--- config.mk ---
export PLATFORM = sky130hd
export DESIGN_NAME = adv_data_name_extractor_flat
export DESIGN_NICKNAME = d
export VERILOG_FILES = /design/src/adn_pkg.sv /design/src/adn_channels.sv /design/src/adn_in_reg.sv /design/src/adn_parser.sv /design/src/adn_out_reg.sv /design/src/adv_data_name_extractor.sv /design/src/flat_wrapper.sv
export SDC_FILE = /design/constraint.sdc
export NUM_CORES = 1
export LEC_CHECK = 0
export CAP_MARGIN = 20
export CORE_MARGIN = 5
export CORE_UTILIZATION = 40
export CTS_BUF_LIST = sky130_fd_sc_hd__clkbuf_2 sky130_fd_sc_hd__clkbuf_4 sky130_fd_sc_hd__clkbuf_8
export DETAILED_ROUTE_END_ITERATION = 8
export DONT_BUFFER_PORTS = 1
export SLEW_MARGIN = 20
export SYNTH_ARGS = -nofsm -noshare
export SYNTH_HDL_FRONTEND = slang
export SYNTH_SLANG_ARGS = --single-unit
--- constraint.sdc ---
create_clock -name clock -period 5.9 [get_ports clock]
set_input_delay 0 -clock clock [delete_from_list [all_inputs] [get_ports clock]]
set_output_delay 0 -clock clock [all_outputs]
set_load 0.03 [all_outputs]
--- src/adn_pkg.sv ---
`timescale 1ns / 1ps

package adn_pkg;

   localparam int ByteWidth = 8;

   localparam logic [ByteWidth-1:0] AdTypeNameComplete = 8'h09;
   localparam logic [ByteWidth-1:0] AdTypeNameShort    = 8'h08;
   localparam logic [ByteWidth-1:0] MaxNameLenReset    = 8'd31;

   typedef enum logic [5:0] {
      PH_IDLE = 6'b000001,
      PH_LEN  = 6'b000010,
      PH_TYPE = 6'b000100,
      PH_NAME = 6'b001000,
      PH_SKIP = 6'b010000,
      PH_STOP = 6'b100000
   } phase_type;

   typedef struct packed {
      logic [ByteWidth-1:0] data_byte;
      logic                 first_byte;
      logic [ByteWidth-1:0] packet_length;
   } item_type;

   typedef struct packed {
      logic                 name_valid;
      logic [ByteWidth-1:0] name_byte;
      logic                 packet_done;
      logic                 name_found;
      logic                 malformed;
      logic [ByteWidth-1:0] name_length;
   } result_type;

endpackage

--- src/adn_channels.sv ---
`timescale 1ns / 1ps

interface adn_req_if;
   logic       valid;
   logic       ready;
   logic [7:0] data_byte;
   logic       first_byte;
   logic [7:0] packet_length;

   modport source (output valid, output data_byte, output first_byte,
                   output packet_length, input ready);
   modport sink (input valid, input data_byte, input first_byte,
                 input packet_length, output ready);
   modport monitor (input valid, input ready, input data_byte, input first_byte,
                    input packet_length);
endinterface

interface adn_rsp_if;
   logic       valid;
   logic       ready;
   logic       name_valid;
   logic [7:0] name_byte;
   logic       packet_done;
   logic       name_found;
   logic       malformed;
   logic [7:0] name_length;

   modport source (output valid, output name_valid, output name_byte,
                   output packet_done, output name_found, output malformed,
                   output name_length, input ready);
   modport sink (input valid, input name_valid, input name_byte,
                 input packet_done, input name_found, input malformed,
                 input name_length, output ready);
   modport monitor (input valid, input ready, input name_valid, input name_byte,
                    input packet_done, input name_found, input malformed,
                    input name_length);
endinterface

--- src/adn_in_reg.sv ---
`timescale 1ns / 1ps

module adn_in_reg (
   input  logic              clock,
   input  logic              reset,
   adn_req_if.sink           req_chan,
   input  logic              take,
   output logic              item_valid,
   output adn_pkg::item_type item
);

   logic              valid_ff;
   logic              valid_in;
   adn_pkg::item_type item_ff;
   logic              load;

   assign req_chan.ready = !valid_ff || take;
   assign load           = req_chan.valid && req_chan.ready;
   assign valid_in       = load ? 1'b1 : (take ? 1'b0 : valid_ff);

   always_ff @(posedge clock) begin
      if (reset) begin
         valid_ff <= 1'b0;
      end else begin
         valid_ff <= valid_in;
      end
   end

   always_ff @(posedge clock) begin
      if (load) begin
         item_ff.data_byte     <= req_chan.data_byte;
         item_ff.first_byte    <= req_chan.first_byte;
         item_ff.packet_length <= req_chan.packet_length;
      end
   end

   assign item_valid = valid_ff;
   assign item       = item_ff;

endmodule

--- src/adn_parser.sv ---
`timescale 1ns / 1ps

module adn_parser (
   input  logic                clock,
   input  logic                reset,
   input  logic                csr_wr_en,
   input  logic [7:0]          csr_wr_data,
   input  logic                step,
   input  adn_pkg::item_type   item,
   output logic                res_valid,
   output adn_pkg::result_type result
);

   adn_pkg::phase_type phase_ff, phase_in;
   logic [7:0] pkt_left_ff, pkt_left_in;
   logic [7:0] fld_left_ff, fld_left_in;
   logic [7:0] count_ff, count_in;
   logic       found_ff, found_in;
   logic       mal_ff, mal_in;
   logic [7:0] max_len_ff;

   always_comb begin
      logic       emit;
      logic       done;
      logic       active;
      logic [7:0] b;
      logic [7:0] fld_dec;

      b           = item.data_byte;
      emit        = 1'b0;
      done        = 1'b0;
      active      = 1'b1;
      phase_in    = phase_ff;
      pkt_left_in = pkt_left_ff;
      fld_left_in = fld_left_ff;
      count_in    = count_ff;
      found_in    = found_ff;
      mal_in      = mal_ff;

      if (item.first_byte) begin
         found_in    = 1'b0;
         mal_in      = 1'b0;
         count_in    = '0;
         fld_left_in = '0;
         if (item.packet_length == '0) begin
            phase_in    = adn_pkg::PH_IDLE;
            pkt_left_in = '0;
            done        = 1'b1;
            active      = 1'b0;
         end else begin
            pkt_left_in = item.packet_length;
            phase_in    = adn_pkg::PH_LEN;
         end
      end else if (phase_ff == adn_pkg::PH_IDLE || pkt_left_ff == '0) begin
         phase_in = adn_pkg::PH_IDLE;
         active   = 1'b0;
      end

      fld_dec = fld_left_in - 8'd1;

      if (active) begin
         case (phase_in)
            adn_pkg::PH_LEN: begin
               if (b == '0 || ({1'b0, b} + 9'd1) > {1'b0, pkt_left_in}) begin
                  mal_in   = 1'b1;
                  phase_in = adn_pkg::PH_STOP;
               end else begin
                  fld_left_in = b;
                  phase_in    = adn_pkg::PH_TYPE;
               end
            end
            adn_pkg::PH_TYPE: begin
               fld_left_in = fld_dec;
               if (b == adn_pkg::AdTypeNameComplete || b == adn_pkg::AdTypeNameShort) begin
                  found_in = 1'b1;
                  phase_in = (fld_dec == '0) ? adn_pkg::PH_STOP : adn_pkg::PH_NAME;
               end else begin
                  phase_in = (fld_dec == '0) ? adn_pkg::PH_LEN : adn_pkg::PH_SKIP;
               end
            end
            adn_pkg::PH_NAME: begin
               if (count_in < max_len_ff) begin
                  emit     = 1'b1;
                  count_in = count_in + 8'd1;
               end
               fld_left_in = fld_dec;
               if (fld_dec == '0) begin
                  phase_in = adn_pkg::PH_STOP;
               end
            end
            adn_pkg::PH_SKIP: begin
               fld_left_in = fld_dec;
               if (fld_dec == '0) begin
                  phase_in = adn_pkg::PH_LEN;
               end
            end
            default: begin
            end
         endcase

         pkt_left_in = pkt_left_in - 8'd1;
         if (pkt_left_in == '0) begin
            done     = 1'b1;
            phase_in = adn_pkg::PH_IDLE;
         end
      end

      res_valid          = emit || done;
      result.name_valid  = emit;
      result.name_byte   = emit ? b : '0;
      result.packet_done = done;
      result.name_found  = done ? found_in : 1'b0;
      result.malformed   = done ? mal_in : 1'b0;
      result.name_length = done ? count_in : '0;
   end

   always_ff @(posedge clock) begin
      if (reset) begin
         phase_ff    <= adn_pkg::PH_IDLE;
         pkt_left_ff <= '0;
         fld_left_ff <= '0;
         count_ff    <= '0;
         found_ff    <= 1'b0;
         mal_ff      <= 1'b0;
      end else if (step) begin
         phase_ff    <= phase_in;
         pkt_left_ff <= pkt_left_in;
         fld_left_ff <= fld_left_in;
         count_ff    <= count_in;
         found_ff    <= found_in;
         mal_ff      <= mal_in;
      end
   end

   always_ff @(posedge clock) begin
      if (reset) begin
         max_len_ff <= adn_pkg::MaxNameLenReset;
      end else if (csr_wr_en) begin
         max_len_ff <= csr_wr_data;
      end
   end

endmodule

--- src/adn_out_reg.sv ---
`timescale 1ns / 1ps

module adn_out_reg (
   input  logic                clock,
   input  logic                reset,
   input  logic                load,
   input  adn_pkg::result_type result,
   output logic                free,
   adn_rsp_if.source           rsp_chan
);

   logic                valid_ff;
   logic                valid_in;
   adn_pkg::result_type res_ff;

   assign free     = !valid_ff || rsp_chan.ready;
   assign valid_in = load ? 1'b1 : (rsp_chan.ready ? 1'b0 : valid_ff);

   always_ff @(posedge clock) begin
      if (reset) begin
         valid_ff <= 1'b0;
      end else begin
         valid_ff <= valid_in;
      end
   end

   always_ff @(posedge clock) begin
      if (load) begin
         res_ff <= result;
      end
   end

   assign rsp_chan.valid       = valid_ff;
   assign rsp_chan.name_valid  = res_ff.name_valid;
   assign rsp_chan.name_byte   = res_ff.name_byte;
   assign rsp_chan.packet_done = res_ff.packet_done;
   assign rsp_chan.name_found  = res_ff.name_found;
   assign rsp_chan.malformed   = res_ff.malformed;
   assign rsp_chan.name_length = res_ff.name_length;

endmodule

--- src/adv_data_name_extractor.sv ---
`timescale 1ns / 1ps
// Advertising data name extractor.
// req_chan: one advertising byte per beat; first_byte marks a packet start and
//    packet_length is sampled with it. Bytes outside a packet are dropped.
// rsp_chan: one beat per kept name character (name_valid) and one on the
//    packet's last byte (packet_done, with name_found, malformed, name_length).
//    Bytes that produce neither give no beat.
// csr_wr_en/csr_wr_data: max_name_len; the user must write it only while the
//    block is idle, which the block itself does not enforce.
// Throughput: one byte per cycle while rsp_chan is not stalled; the step logic
//    sits between the input register and the result register, and state
//    updates as the byte leaves the input register.
// Reset (synchronous): both registers empty, parser idle, max_name_len 31.
// Receiver stall: the result register holds; the input register takes one more
//    byte if empty, then req_chan.ready drops until the result is taken.
module adv_data_name_extractor (
   input  logic      clock,
   input  logic      reset,
   adn_req_if.sink   req_chan,
   adn_rsp_if.source rsp_chan,
   input  logic      csr_wr_en,
   input  logic [7:0] csr_wr_data
);

   logic                item_valid;
   adn_pkg::item_type   item;
   logic                out_free;
   logic                take;
   logic                res_valid;
   adn_pkg::result_type result;

   assign take = item_valid && out_free;

   adn_in_reg u_in_reg (
      .clock      (clock),
      .reset      (reset),
      .req_chan   (req_chan),
      .take       (take),
      .item_valid (item_valid),
      .item       (item)
   );

   adn_parser u_parser (
      .clock       (clock),
      .reset       (reset),
      .csr_wr_en   (csr_wr_en),
      .csr_wr_data (csr_wr_data),
      .step        (take),
      .item        (item),
      .res_valid   (res_valid),
      .result      (result)
   );

   adn_out_reg u_out_reg (
      .clock    (clock),
      .reset    (reset),
      .load     (take && res_valid),
      .result   (result),
      .free     (out_free),
      .rsp_chan (rsp_chan)
   );

endmodule

--- src/flat_wrapper.sv ---
// flat-port wrapper written by rule: the top's interface ports become plain ports
module adv_data_name_extractor_flat 
  (clock, reset, csr_wr_en, csr_wr_data, req_chan_valid, req_chan_data_byte, req_chan_first_byte, req_chan_packet_length, req_chan_ready, rsp_chan_valid, rsp_chan_name_valid, rsp_chan_name_byte, rsp_chan_packet_done, rsp_chan_name_found, rsp_chan_malformed, rsp_chan_name_length, rsp_chan_ready);
  adn_req_if req_chan_i ();
  adn_rsp_if rsp_chan_i ();
  input  logic clock;
  input  logic reset;
  input  logic csr_wr_en;
  input  logic [7:0] csr_wr_data;
  input wire logic [$bits(req_chan_i.valid)-1:0] req_chan_valid;
  input wire logic [$bits(req_chan_i.data_byte)-1:0] req_chan_data_byte;
  input wire logic [$bits(req_chan_i.first_byte)-1:0] req_chan_first_byte;
  input wire logic [$bits(req_chan_i.packet_length)-1:0] req_chan_packet_length;
  output wire logic [$bits(req_chan_i.ready)-1:0] req_chan_ready;
  output wire logic [$bits(rsp_chan_i.valid)-1:0] rsp_chan_valid;
  output wire logic [$bits(rsp_chan_i.name_valid)-1:0] rsp_chan_name_valid;
  output wire logic [$bits(rsp_chan_i.name_byte)-1:0] rsp_chan_name_byte;
  output wire logic [$bits(rsp_chan_i.packet_done)-1:0] rsp_chan_packet_done;
  output wire logic [$bits(rsp_chan_i.name_found)-1:0] rsp_chan_name_found;
  output wire logic [$bits(rsp_chan_i.malformed)-1:0] rsp_chan_malformed;
  output wire logic [$bits(rsp_chan_i.name_length)-1:0] rsp_chan_name_length;
  input wire logic [$bits(rsp_chan_i.ready)-1:0] rsp_chan_ready;
  assign req_chan_i.valid = req_chan_valid;
  assign req_chan_i.data_byte = req_chan_data_byte;
  assign req_chan_i.first_byte = req_chan_first_byte;
  assign req_chan_i.packet_length = req_chan_packet_length;
  assign req_chan_ready = req_chan_i.ready;
  assign rsp_chan_valid = rsp_chan_i.valid;
  assign rsp_chan_name_valid = rsp_chan_i.name_valid;
  assign rsp_chan_name_byte = rsp_chan_i.name_byte;
  assign rsp_chan_packet_done = rsp_chan_i.packet_done;
  assign rsp_chan_name_found = rsp_chan_i.name_found;
  assign rsp_chan_malformed = rsp_chan_i.malformed;
  assign rsp_chan_name_length = rsp_chan_i.name_length;
  assign rsp_chan_i.ready = rsp_chan_ready;
  adv_data_name_extractor u_core (.clock(clock), .reset(reset), .req_chan(req_chan_i), .rsp_chan(rsp_chan_i), .csr_wr_en(csr_wr_en), .csr_wr_data(csr_wr_data));
endmodule
; ---- After elaboration in Yosys (flattened, before gate mapping)
; Index checks and enable logic that the tools add are counted.
[classes]
add_sub_neg = 4
magnitude_cmp = 2
eq_ne = 7
mux = 45
n_reduce_logical = 19
[ops]
columns = operator, count
row1 = two-way mux 8 bit, 10
row2 = two-way mux 6 bit, 9
row3 = logical NOT 8 bit, 5
row4 = case mux 6 bit (4 select lines), 1
row5 = two-way mux 1 bit, 22
row6 = "equality test 8 x 4 -> 1 bit, second input constant", 2
row7 = case mux 8 bit (2 select lines), 1
row8 = "subtractor 8 x 1 -> 8 bit, second input constant", 2
row9 = "adder 8 x 1 -> 9 bit, second input constant", 1
row10 = greater-than comparator 9 x 8 -> 1 bit, 1
row11 = "adder 8 x 1 -> 8 bit, second input constant", 1
row12 = less-than comparator 8 bit, 1
row13 = "equality test 6 x 1 -> 1 bit, second input constant", 1
row14 = "equality test 6 x 2 -> 1 bit, second input constant", 1
row15 = "equality test 6 x 3 -> 1 bit, second input constant", 1
row16 = "equality test 6 x 4 -> 1 bit, second input constant", 1
row17 = "equality test 6 x 5 -> 1 bit, second input constant", 1
row18 = logical OR 1 bit, 6
row19 = two-way mux 5 bit, 1
row20 = nonzero test 2 bit, 2
row21 = logical AND 1 bit, 3
row22 = OR reduction 3 bit, 1
row23 = logical NOT 1 bit, 2
row24 = two-way mux 2 bit, 1
[totals]
reg_bits = 79
inputBits = 30
out_inout_bits = 22

; ---- Depth between registers and ports, before layout
; Gate-level depths: netlist of the first run.
[logic_depth]
ltp_word = 10
depth_mapped = 14
mapped_depth_nobuf = 12

; ---- By module
; Synthesis of the first run repeated with hierarchy kept, for this count alone.
[hier_totals]
cells_unflattened = 487
area_unflattened_um2 = 4550.6
[modules_own_cells]
columns = module, n_inst, cells_per_inst, area_each_um2
row1 = adn_parser, 1, 439, 3325.7
row2 = adn_out_reg, 1, 24, 646.9
row3 = adn_in_reg, 1, 22, 565.5
row4 = adv_data_name_extractor, 1, 2, 12.5

; ---- Worst setup path before layout of the first run
; Ideal clock, no wire load.
[synth_timing]
path_type = flip-flop to flip-flop
startpoint = reg u_core.u_in_reg.item_ff, in the netlist u_core.u_in_reg.item[8]
endpoint = reg u_core.u_out_reg.res_ff, in the netlist u_core.u_out_reg.rsp_chan.malformed, enable pin
arrival_ps = 3845
path_slack_ps = 1652
stages_incl_launch_ff = 14
path_buffers = 5
synth_period_minus_slack_ps = 4248
cell_sequence = edfxtp_1 buf_6 buf_6 clkbuf_1 clkbuf_1 nor2b_1 ha_1 nor4_1 nand2b_1 o211ai_1 and2_1 buf_2 inv_1 a21oi_1
[synth_lines]
columns = element, line
row1 = start: declaration, adn_in_reg.sv:14  ; adn_pkg::item_type item_ff;
row2 = end signal: assignment, adn_out_reg.sv:29  ; res_ff <= result;
row3 = end: declaration, adn_out_reg.sv:14  ; adn_pkg::result_type res_ff;

; ---- Final worst setup path of the first run
[layout_timing]
startpoint = reg u_core.u_in_reg.item_ff, in the netlist u_core.u_in_reg.item[8]
endpoint = reg u_core.u_out_reg.res_ff, in the netlist u_core.u_out_reg.rsp_chan.name_byte[3], enable pin
[layout_between]
elab_chain_len = 7
word_cells_on_any_way = 16
classes_between = 1 x add/sub / 1 x order compare / 1 x eq/ne / 10 x mux / 3 x reduce/logical
[layout_lines]
columns = element, line
row1 = two-way mux 8 bit, adn_parser.sv:40  ; if (item.first_byte) begin
row2 = subtractor 8 x 1 -> 8 bit or less-than comparator 8 bit (tied branches), "adn_parser.sv:101, adn_parser.sv:82"
row3 = logical NOT 8 bit or two-way mux 1 bit (tied branches), "adn_parser.sv:102, adn_parser.sv:82"
row4 = two-way mux 1 bit (on tied branches), "adn_parser.sv:102, adn_parser.sv:62"
row5 = two-way mux 1 bit, adn_parser.sv:61  ; if (active) begin
row6 = logical OR 1 bit *, adn_parser.sv:108  ; res_valid = emit || done;
row7 = logical AND 1 bit *, adv_data_name_extractor.sv:57  ; .load (take && res_valid),
row8 = via u_core.u_out_reg.load, adn_out_reg.sv:6  ; input logic load,
; Mark *: on every way through the listed nets, which the timed path passes. The rest lies on a longest branch.
; A chain may end at the register's enable or synchronous reset.

==> results of run 1 <==
==> cell families after synthesis <==
logic type / count (synthesis) / synth area share [%]
AO/OA/AOI/OAI: 112 / 17.8
flip-flops: 79 / 43.1
multiplexers: 18 / 4.12
adder cells (fa/ha/maj): 23 / 6.36
buffers and inverters: 37 / 3.51
XOR/XNOR: 22 / 4.26
AND/OR/NAND/NOR: 177 / 20.8
==> layout by cell type, fill, tap and decap left out, drive strengths merged, types with 11 or more instances in the layout <==
cell         Yosys  final
edfxtp          37     37
xor2            13     13
a21oi           28     28
dfxtp           42     42
nor2b           13     13
dlygate4sd3      0     30
o21ai           22     22
ha              23     23
inv             19     19
and3            12     12
nor2            44     44
clkbuf          10     11
mux2i           16     16
nand2           42     42
==> final cells by class <==
type,instances,area (um2)
clock buffer,11,151
sequential,79,1950
multi-input combinational,352,2420
tap,140,175
inverter,20,75.1
timing repair buffer,32,313
fill,1021,5870
clock inverter,5,22.5
==> repair_timing <==
action,CTS,global route
hold buffers,31,0
hold endpoints to repair,56,0
gates resized for setup,0,0
==> layer usage <==
layer	wire length (um)	part of all wire, %
met1	4990	46
met2	5090	47
met3	591	5.4
met4	207	1.9
met5	0	0
==> through the flow <==
step                instances  instance area, um2  utilization (%)  total power, mW  setup WS (ns)
floorplan                 468                4520                -            0.777           1.65
global placement          592                4630             42.1            0.814           1.94
detailed placement        592                4630             42.1            0.818           1.70
CTS                       639                5110             46.5             1.20           1.67
global route              639                5110             46.6             1.26           1.75
finish                    639                5110             46.6             1.19           2.03
==> how the worst max path moves through the flow <==
stage / end / slack, ns
after detailed placement: u_core.u_out_reg.rsp_chan.name_byte[5] / 1.70
final: u_core.u_out_reg.rsp_chan.name_byte[3] / 2.03
after global placement: u_core.u_out_reg.rsp_chan.name_byte[2] / 1.94
after CTS: u_core.u_out_reg.rsp_chan.name_byte[6] / 1.67
after floorplan: u_core.u_out_reg.rsp_chan.malformed / 1.65
after global routing: u_core.u_out_reg.rsp_chan.name_byte[2] / 1.75
==> where the power goes <==
group          internal (mW)  total, mW  switching (mW)
clock                  0.171      0.365           0.194
sequential             0.593      0.622          0.0285
combinational         0.0873      0.207           0.120
==> sequential cells by signal, summed over array words and instances (netlist names), 6 cells and up <==
| signal | cells |
|---|---|
| u_core.u_out_reg.rsp_chan.name_byte | 8 |
| u_core.u_out_reg.rsp_chan.name_length | 8 |
| u_core.u_in_reg.item | 17 |
| u_core.u_parser.fld_left_ff | 8 |
| u_core.u_parser.count_ff | 8 |
| u_core.u_parser.max_len_ff | 8 |
| u_core.u_parser.pkt_left_ff | 8 |
| u_core.u_parser.phase_ff | 6 |
==> results.ini, run 1 <==
[route]
drtAntennaViolNets=0
first_pass_iters=4
vias_per_cell=5.69
drc=0
first_iter_violations=219
vias=3638
routed_wl_um=10900
detail_route.wl_per_cell_um=17.0

[sta]
setup_viol=0
fin_setup_tns_ns=0
min_period_ns=3.87
max_slew.worst_pin.slew_ns=1.03
final.setup_skew_ns=0.0108
holdWs_ns=0.114
max_freq_ghz=0.258
rsz0062_at_grt=false
fin_crit_sh_pct=65.6
hold_violations=0
max_slew_margin_pct=31.1
slew_viol_final=0

[hold_path]
min_to=u_core.u_parser.count_ff[0]
worstHoldPathType=primary input to flip-flop
min_from=reset
hold_depth=2

[clock_tree]
clock_latency_ns=0.37
cts-buffers-inserted=9
cts.sinks=79
clk_pin_slew_ns=0.08
htreeDepth=3
cts_tree=yes
post-cts-setup-buffers=0
clock_tree.root_cell=clkbuf_8
cts_buffer_depth=2

[global_route]
grt_overflow_total=0
antenna_found_initial=0
first_global_vias=3564
grtUsageMet1_pct=22.4
grt_max_degree=27
busiest_layer=met2
grt_pass1_wl_um=17900
use_met2_pct=27.1
use_met3_pct=3.78
grt_use_total_pct=17.0

[worst_setup_path]
cp_cell_sequence=buf_4, mux2i_2, o21ai_2, o31a_1, o2111ai_4, nor2_1, o21ai_1, a21oi_4
crit_arrival_ns=3.91
cp.depth=8
endpoint_kind=flip-flop
r2r_cells=8
rr_startpoint=u_core.u_in_reg.item[8]
required_ns=5.93
start_kind=flip-flop
crit_buf_inv=1
rrSetupSlack_ns=2.03
path_delay_family=compound AO/OA/AOI/OAI gates
crit_path_max_incr_delay_ns=0.80
worstPathMaxFanout=23
crit_path_start=u_core.u_in_reg.item[8]
path_class=flip-flop to flip-flop
slowest_stage=o21ai_1
reg2reg_to=u_core.u_out_reg.rsp_chan.name_byte[3]

[floorplan]
io_pins=52
die_w_um=116
coreArea_um2=11000
initial_core_util_pct=41.2
die_y_um=116
die_area_um2=13500
rows=38

[synthesis]
synth_top_area_share_pct=24.6
synth_edf_count=37
synth_top_area_cell=edfxtp_1
yosysMostFrequentCell=nor2_1
netlist-cell-type-count=70
syn-num-nets=521
synth_area_um2=4520
ys.warnings.count=0
synthArstFlopShare_pct=0
ys_seq_elements=79
synth_top_cells_by_count=nor2_1, dfxtp_1, nand2_1, edfxtp_1, a21oi_1
ys_seq_area_share_pct=43.1
syn_inst=468
synth_flop_cell=dfxtp_1
syn_area_per_cell_um2=9.67
synthTopCellsByArea=edfxtp_1, dfxtp_1, ha_1, nor2_1, nand2_1

[cells_and_area]
antenna_cells=0
syn2layout_area_growth_pct=13.0
nets=547
drive_above_1_share_pct=8.22

[power]
power_density_nw_per_um2=233
vdd_drop_max_v=0.000159
leakage_nw=1.91

[placement]
port_buffers=0
dp_hpwl_um=7890
gp_congestion=0.882

[outcome]
status=completed

[flow_run]
cap_violations=0

Note: power is estimated with default switching activity, not from simulation.
==> run 2: changes to the inputs <==
Clock period 5.9 ns to 3.9 ns, I/O delays scaled along.
==> results.ini, run 2 (synthesized netlist as in run 1, its figures left out) <==
[placement]
port_buffers=0
gp_congestion=0.907
dp_hpwl_um=8060

[power]
clock_power_share_pct=37.5
pwr-share-seq_pct=46.6
vdd_drop_max_v=0.000205
switching_share_pct=26.2
leakage_nw=2.00
switchingPower_mw=0.529
p_comb_share_pct=15.9
p_int_mw=1.49
power_density_nw_per_um2=384

[worst_setup_path]
path_delay_family=simple AND/OR/NAND/NOR gates
r2r_cells=10
rrSetupSlack_ns=0.58
crit_top_cell=nand2_1
endpoint_kind=flip-flop
required_ns=4.17
start_kind=flip-flop
crit_path_max_incr_delay_ns=0.78
cp_cell_sequence=inv_2, nand2_1, ha_1, nand2_1, mux2_1, a211o_1, or4_4, a31oi_1, o21ai_1, a31o_1
slowest_stage=edfxtp_1
crit_arrival_ns=3.59
crit_buf_inv=1
reg2reg_to=u_core.u_parser.phase_ff[3]
path_class=flip-flop to flip-flop
worstPathMaxFanout=17
rr_startpoint=u_core.u_in_reg.item[8]

[hold_path]
hold_depth=2
worstHoldPathType=primary input to flip-flop
min_to=u_core.u_parser.mal_ff
min_from=reset

[cells_and_area]
largest_reg_flops=17
nets=558
drive_above_1_share_pct=10.4
mostFrequentLayoutCell=nor2_1
fillers=1031
final_cell_mix=nor2_1, nand2_1, dfxtp_1
antenna_cells=0
syn2layout_area_growth_pct=16.4

[clock_tree]
cts_buffer_depth=2
clock_latency_ns=0.37
cts_tree=yes
cts.sinks=79
clk_pin_slew_ns=0.08
post-cts-setup-buffers=0
htreeDepth=3
clock_tree.root_cell=clkbuf_8
cts-buffers-inserted=9

[flow_run]
cap_violations=0

[global_route]
first_global_vias=3576
antenna_found_initial=0
grt_max_degree=27
grt_pass1_wl_um=17900
grt_use_total_pct=17.1
grt_overflow_total=0

[route]
first_pass_iters=4
drtAntennaViolNets=0
vias=3599
routed_wl_um=10900
drc=0
vias_per_cell=5.54
first_iter_violations=189
detail_route.wl_per_cell_um=16.7

[floorplan]
io_pins=52
coreArea_um2=11000
die_w_um=116
initial_core_util_pct=41.2
rows=38
die_area_um2=13500
die_y_um=116

[sta]
fin_crit_sh_pct=85.2
max_slew.worst_pin.slew_ns=0.840
final.setup_skew_ns=0.0148
holdWs_ns=0.110
min_period_ns=3.32
rsz0062_at_grt=false
setup_viol=0
fin_setup_tns_ns=0
hold_violations=0
max_freq_ghz=0.301
max_slew_margin_pct=43.9
slew_viol_final=0

[outcome]
status=completed

## run 2: layout make-up
type	instances	area (um2)	share of cell area [%]
clock inverter	4	95.1	1.81
inverter	20	75.1	1.43
tap	140	175	3.33
multi-input combinational	352	2420	45.9
timing repair buffer	43	398	7.56
sequential	79	1950	37.1
clock buffer	12	153	2.90
## run 2: how the worst max path moves through the flow
stage,startpoint,end,slack (ns),cells past startpoint
floorplan,u_core.u_in_reg.item[8],u_core.u_out_reg.rsp_chan.malformed,0.04,13
global placement,u_core.u_in_reg.item[8],u_core.u_parser.phase_ff[3],0.65,10
detailed placement,u_core.u_in_reg.item[8],u_core.u_parser.fld_left_ff[7],0.60,9
CTS,u_core.u_in_reg.item[8],u_core.u_parser.fld_left_ff[7],0.57,9
global route,u_core.u_in_reg.item[8],u_core.u_parser.fld_left_ff[3],0.31,10
finish,u_core.u_in_reg.item[8],u_core.u_parser.phase_ff[3],0.58,10
## run 2: stage by stage
step	util [%]	instances	power (mW)	cell area (um2)	worst slack, ns
floorplan	-	468	1.18	4530	0.0418
global placement	42.8	602	1.24	4700	0.650
detailed placement	42.8	602	1.25	4700	0.597
CTS	48.0	650	2.04	5270	0.575
global route	47.9	650	2.12	5270	0.310
finish	47.9	650	2.02	5270	0.578
## run 2: metal layers
metal	track usage, %	wire, um	vias to the layer above
met4	7.19	209	0
li1	-	-	1798
met2	27.4	4990	95
met1	22.4	5170	1691
met3	3.58	505	15
met5	0	0	-
## run 2: power by group through the flow
stage	clock, mW	combinational [mW]	sequential, mW
after floorplan	0	0.234	0.942
after global placement	0	0.284	0.959
after detailed placement	0	0.287	0.959
after CTS	0.779	0.321	0.940
after global routing	0.811	0.360	0.946
final	0.759	0.321	0.941
## run 2: timing repair
action / 4_1_cts / 5_1_grt
hold buffers: 32 / 0
resized for setup: 0 / 0
hold endpoints to repair: 56 / 0
==> run 3: changes to the inputs <==
Settings changed: TNS_END_PERCENT set to 10.
Clock period 3.9 ns to 3.75 ns, I/O delays scaled along.
==> results.ini, run 3 (synthesized netlist as in run 1, its figures left out) <==
[outcome]
status=completed

[global_route]
grt_overflow_total=0
antenna_found_initial=0
first_global_vias=3614
grt_pass1_wl_um=17800
grt_use_total_pct=16.9
grt_max_degree=27

[worst_setup_path]
r2r_cells=10
required_ns=4.02
slowest_stage=edfxtp_1
path_class=flip-flop to flip-flop
rr_startpoint=u_core.u_in_reg.item[8]
crit_path_max_incr_delay_ns=0.70
rrSetupSlack_ns=0.49
start_kind=flip-flop
crit_arrival_ns=3.53
reg2reg_to=u_core.u_parser.fld_left_ff[7]
worstPathMaxFanout=12
cp_cell_sequence=buf_4, mux2_2, inv_1, ha_1, and4_1, a31oi_1, a21oi_1, nand2b_1, a31oi_2, o2bb2ai_1
endpoint_kind=flip-flop
path_delay_family=compound AO/OA/AOI/OAI gates
crit_buf_inv=2

[sta]
min_period_ns=3.26
max_slew_margin_pct=46.8
holdWs_ns=0.120
fin_setup_tns_ns=0
fin_crit_sh_pct=86.9
rsz0062_at_grt=false
setup_viol=0
slew_viol_final=0
max_slew.worst_pin.slew_ns=0.798
final.setup_skew_ns=0.00809
hold_violations=0
max_freq_ghz=0.307

[route]
drc=0
first_iter_violations=305
detail_route.wl_per_cell_um=16.7
drtAntennaViolNets=0
vias=3614
routed_wl_um=10900
vias_per_cell=5.54
first_pass_iters=5

[cells_and_area]
antenna_cells=0
mostFrequentLayoutCell=nor2_1
utilization_pct=47.6
stdcell_count=652
largest_reg_flops=17
nets=560
syn2layout_area_growth_pct=15.5
drive_above_1_share_pct=10.5
final_cell_mix=nor2_1, nand2_1, dfxtp_1

[clock_tree]
ctsResizeCount=0
cts_buffer_depth=2
clock_latency_ns=0.36
cts-buffers-inserted=9
cts_tree=yes
clk_pin_slew_ns=0.08
htreeDepth=3
clock_tree.root_cell=clkbuf_8
cts.sinks=79

[flow_run]
cap_violations=0

[hold_path]
worstHoldPathType=primary input to flip-flop
min_from=reset
min_to=u_core.u_in_reg.item_valid
hold_depth=2

[power]
total_power_mw=1.89
power_density_nw_per_um2=362
leakage_nw=1.97
clock_power_share_pct=30.3
p_int_mw=1.35
switching_share_pct=28.5
p_comb_share_pct=17.9
vdd_drop_max_v=0.000337
switchingPower_mw=0.539
pwr-share-seq_pct=51.7

[placement]
post-place-cells=602
dp_hpwl_um=7950
port_buffers=0
gp_congestion=0.847

[floorplan]
die_y_um=116
die_area_um2=13500
io_pins=52
die_w_um=116
initial_core_util_pct=41.2
rows=38
coreArea_um2=11000

## run 3: cell types whose count changed in the layout (fill, tap and decap cells not counted), sizes merged
cell and delta:
clkinvlp +1, bufinv -3, clkinv +2, dlygate4sd3 +1
clkbuf +1
## run 3: how the worst max path moves through the flow
stage	startpoint	to	slack [ns]	depth (start not counted)
4_1_cts	u_core.u_in_reg.item[8]	u_core.u_parser.fld_left_ff[7]	0.28	10
3_3_place_gp	u_core.u_in_reg.item[8]	u_core.u_parser.fld_left_ff[4]	0.48	10
6_report	u_core.u_in_reg.item[8]	u_core.u_parser.fld_left_ff[7]	0.49	10
5_1_grt	u_core.u_in_reg.item[8]	u_core.u_parser.fld_left_ff[7]	0.28	10
2_1_floorplan	u_core.u_in_reg.item[8]	u_core.u_out_reg.rsp_chan.malformed	0.12	13
3_5_place_dp	u_core.u_in_reg.item[8]	u_core.u_parser.fld_left_ff[7]	0.31	10
## run 3: repair_timing
item                                   4_1_cts  5_1_grt
endpoints found under the hold margin       55        0
setup buffers                                0        1
hold buffers                                33        0
setup endpoints to repair                    0        1
## run 3: final cells by class
cell class	count	area, um2
tap	140	175
fill	971	5760
multi-input combinational	352	2420
inverter	20	75.1
sequential	79	1950
clock inverter	4	22.5
clock buffer	12	153
timing repair buffer	45	422
## run 3: power groups by stage
stage                     clock network (mW)  logic, mW  registers, mW
after floorplan                            0      0.244          0.979
after global placement                     0      0.291          0.997
after detailed placement                   0      0.297          0.998
after CTS                              0.594      0.333          0.977
after global routing                   0.630      0.379          0.982
final                                  0.573      0.339          0.977
## run 3: worst register-to-register path, stage by stage (launching register included)
cell,delay [ns]
edfxtp_1,0.70
buf_4,0.30
mux2_2,0.41
inv_1,0.08
ha_1,0.24
and4_1,0.18
a31oi_1,0.35
a21oi_1,0.18
nand2b_1,0.20
a31oi_2,0.37
o2bb2ai_1,0.18
## run 3: stage by stage
stage / instance area, um2 / setup slack, ns
after global placement: 4710 / 0.479
after floorplan: 4540 / 0.118
final: 5220 / 0.492
after CTS: 5220 / 0.284
after detailed placement: 4710 / 0.314
after global routing: 5220 / 0.276
## run 3: per-layer routing
metal | up-vias | GRT usage, % | wire [um]
met5 | - | 0 | 0
met4 | 0 | 6.34 | 233
met3 | 21 | 3.94 | 608
met2 | 113 | 28.1 | 5000
met1 | 1680 | 21.3 | 5050
li1 | 1800 | - | -
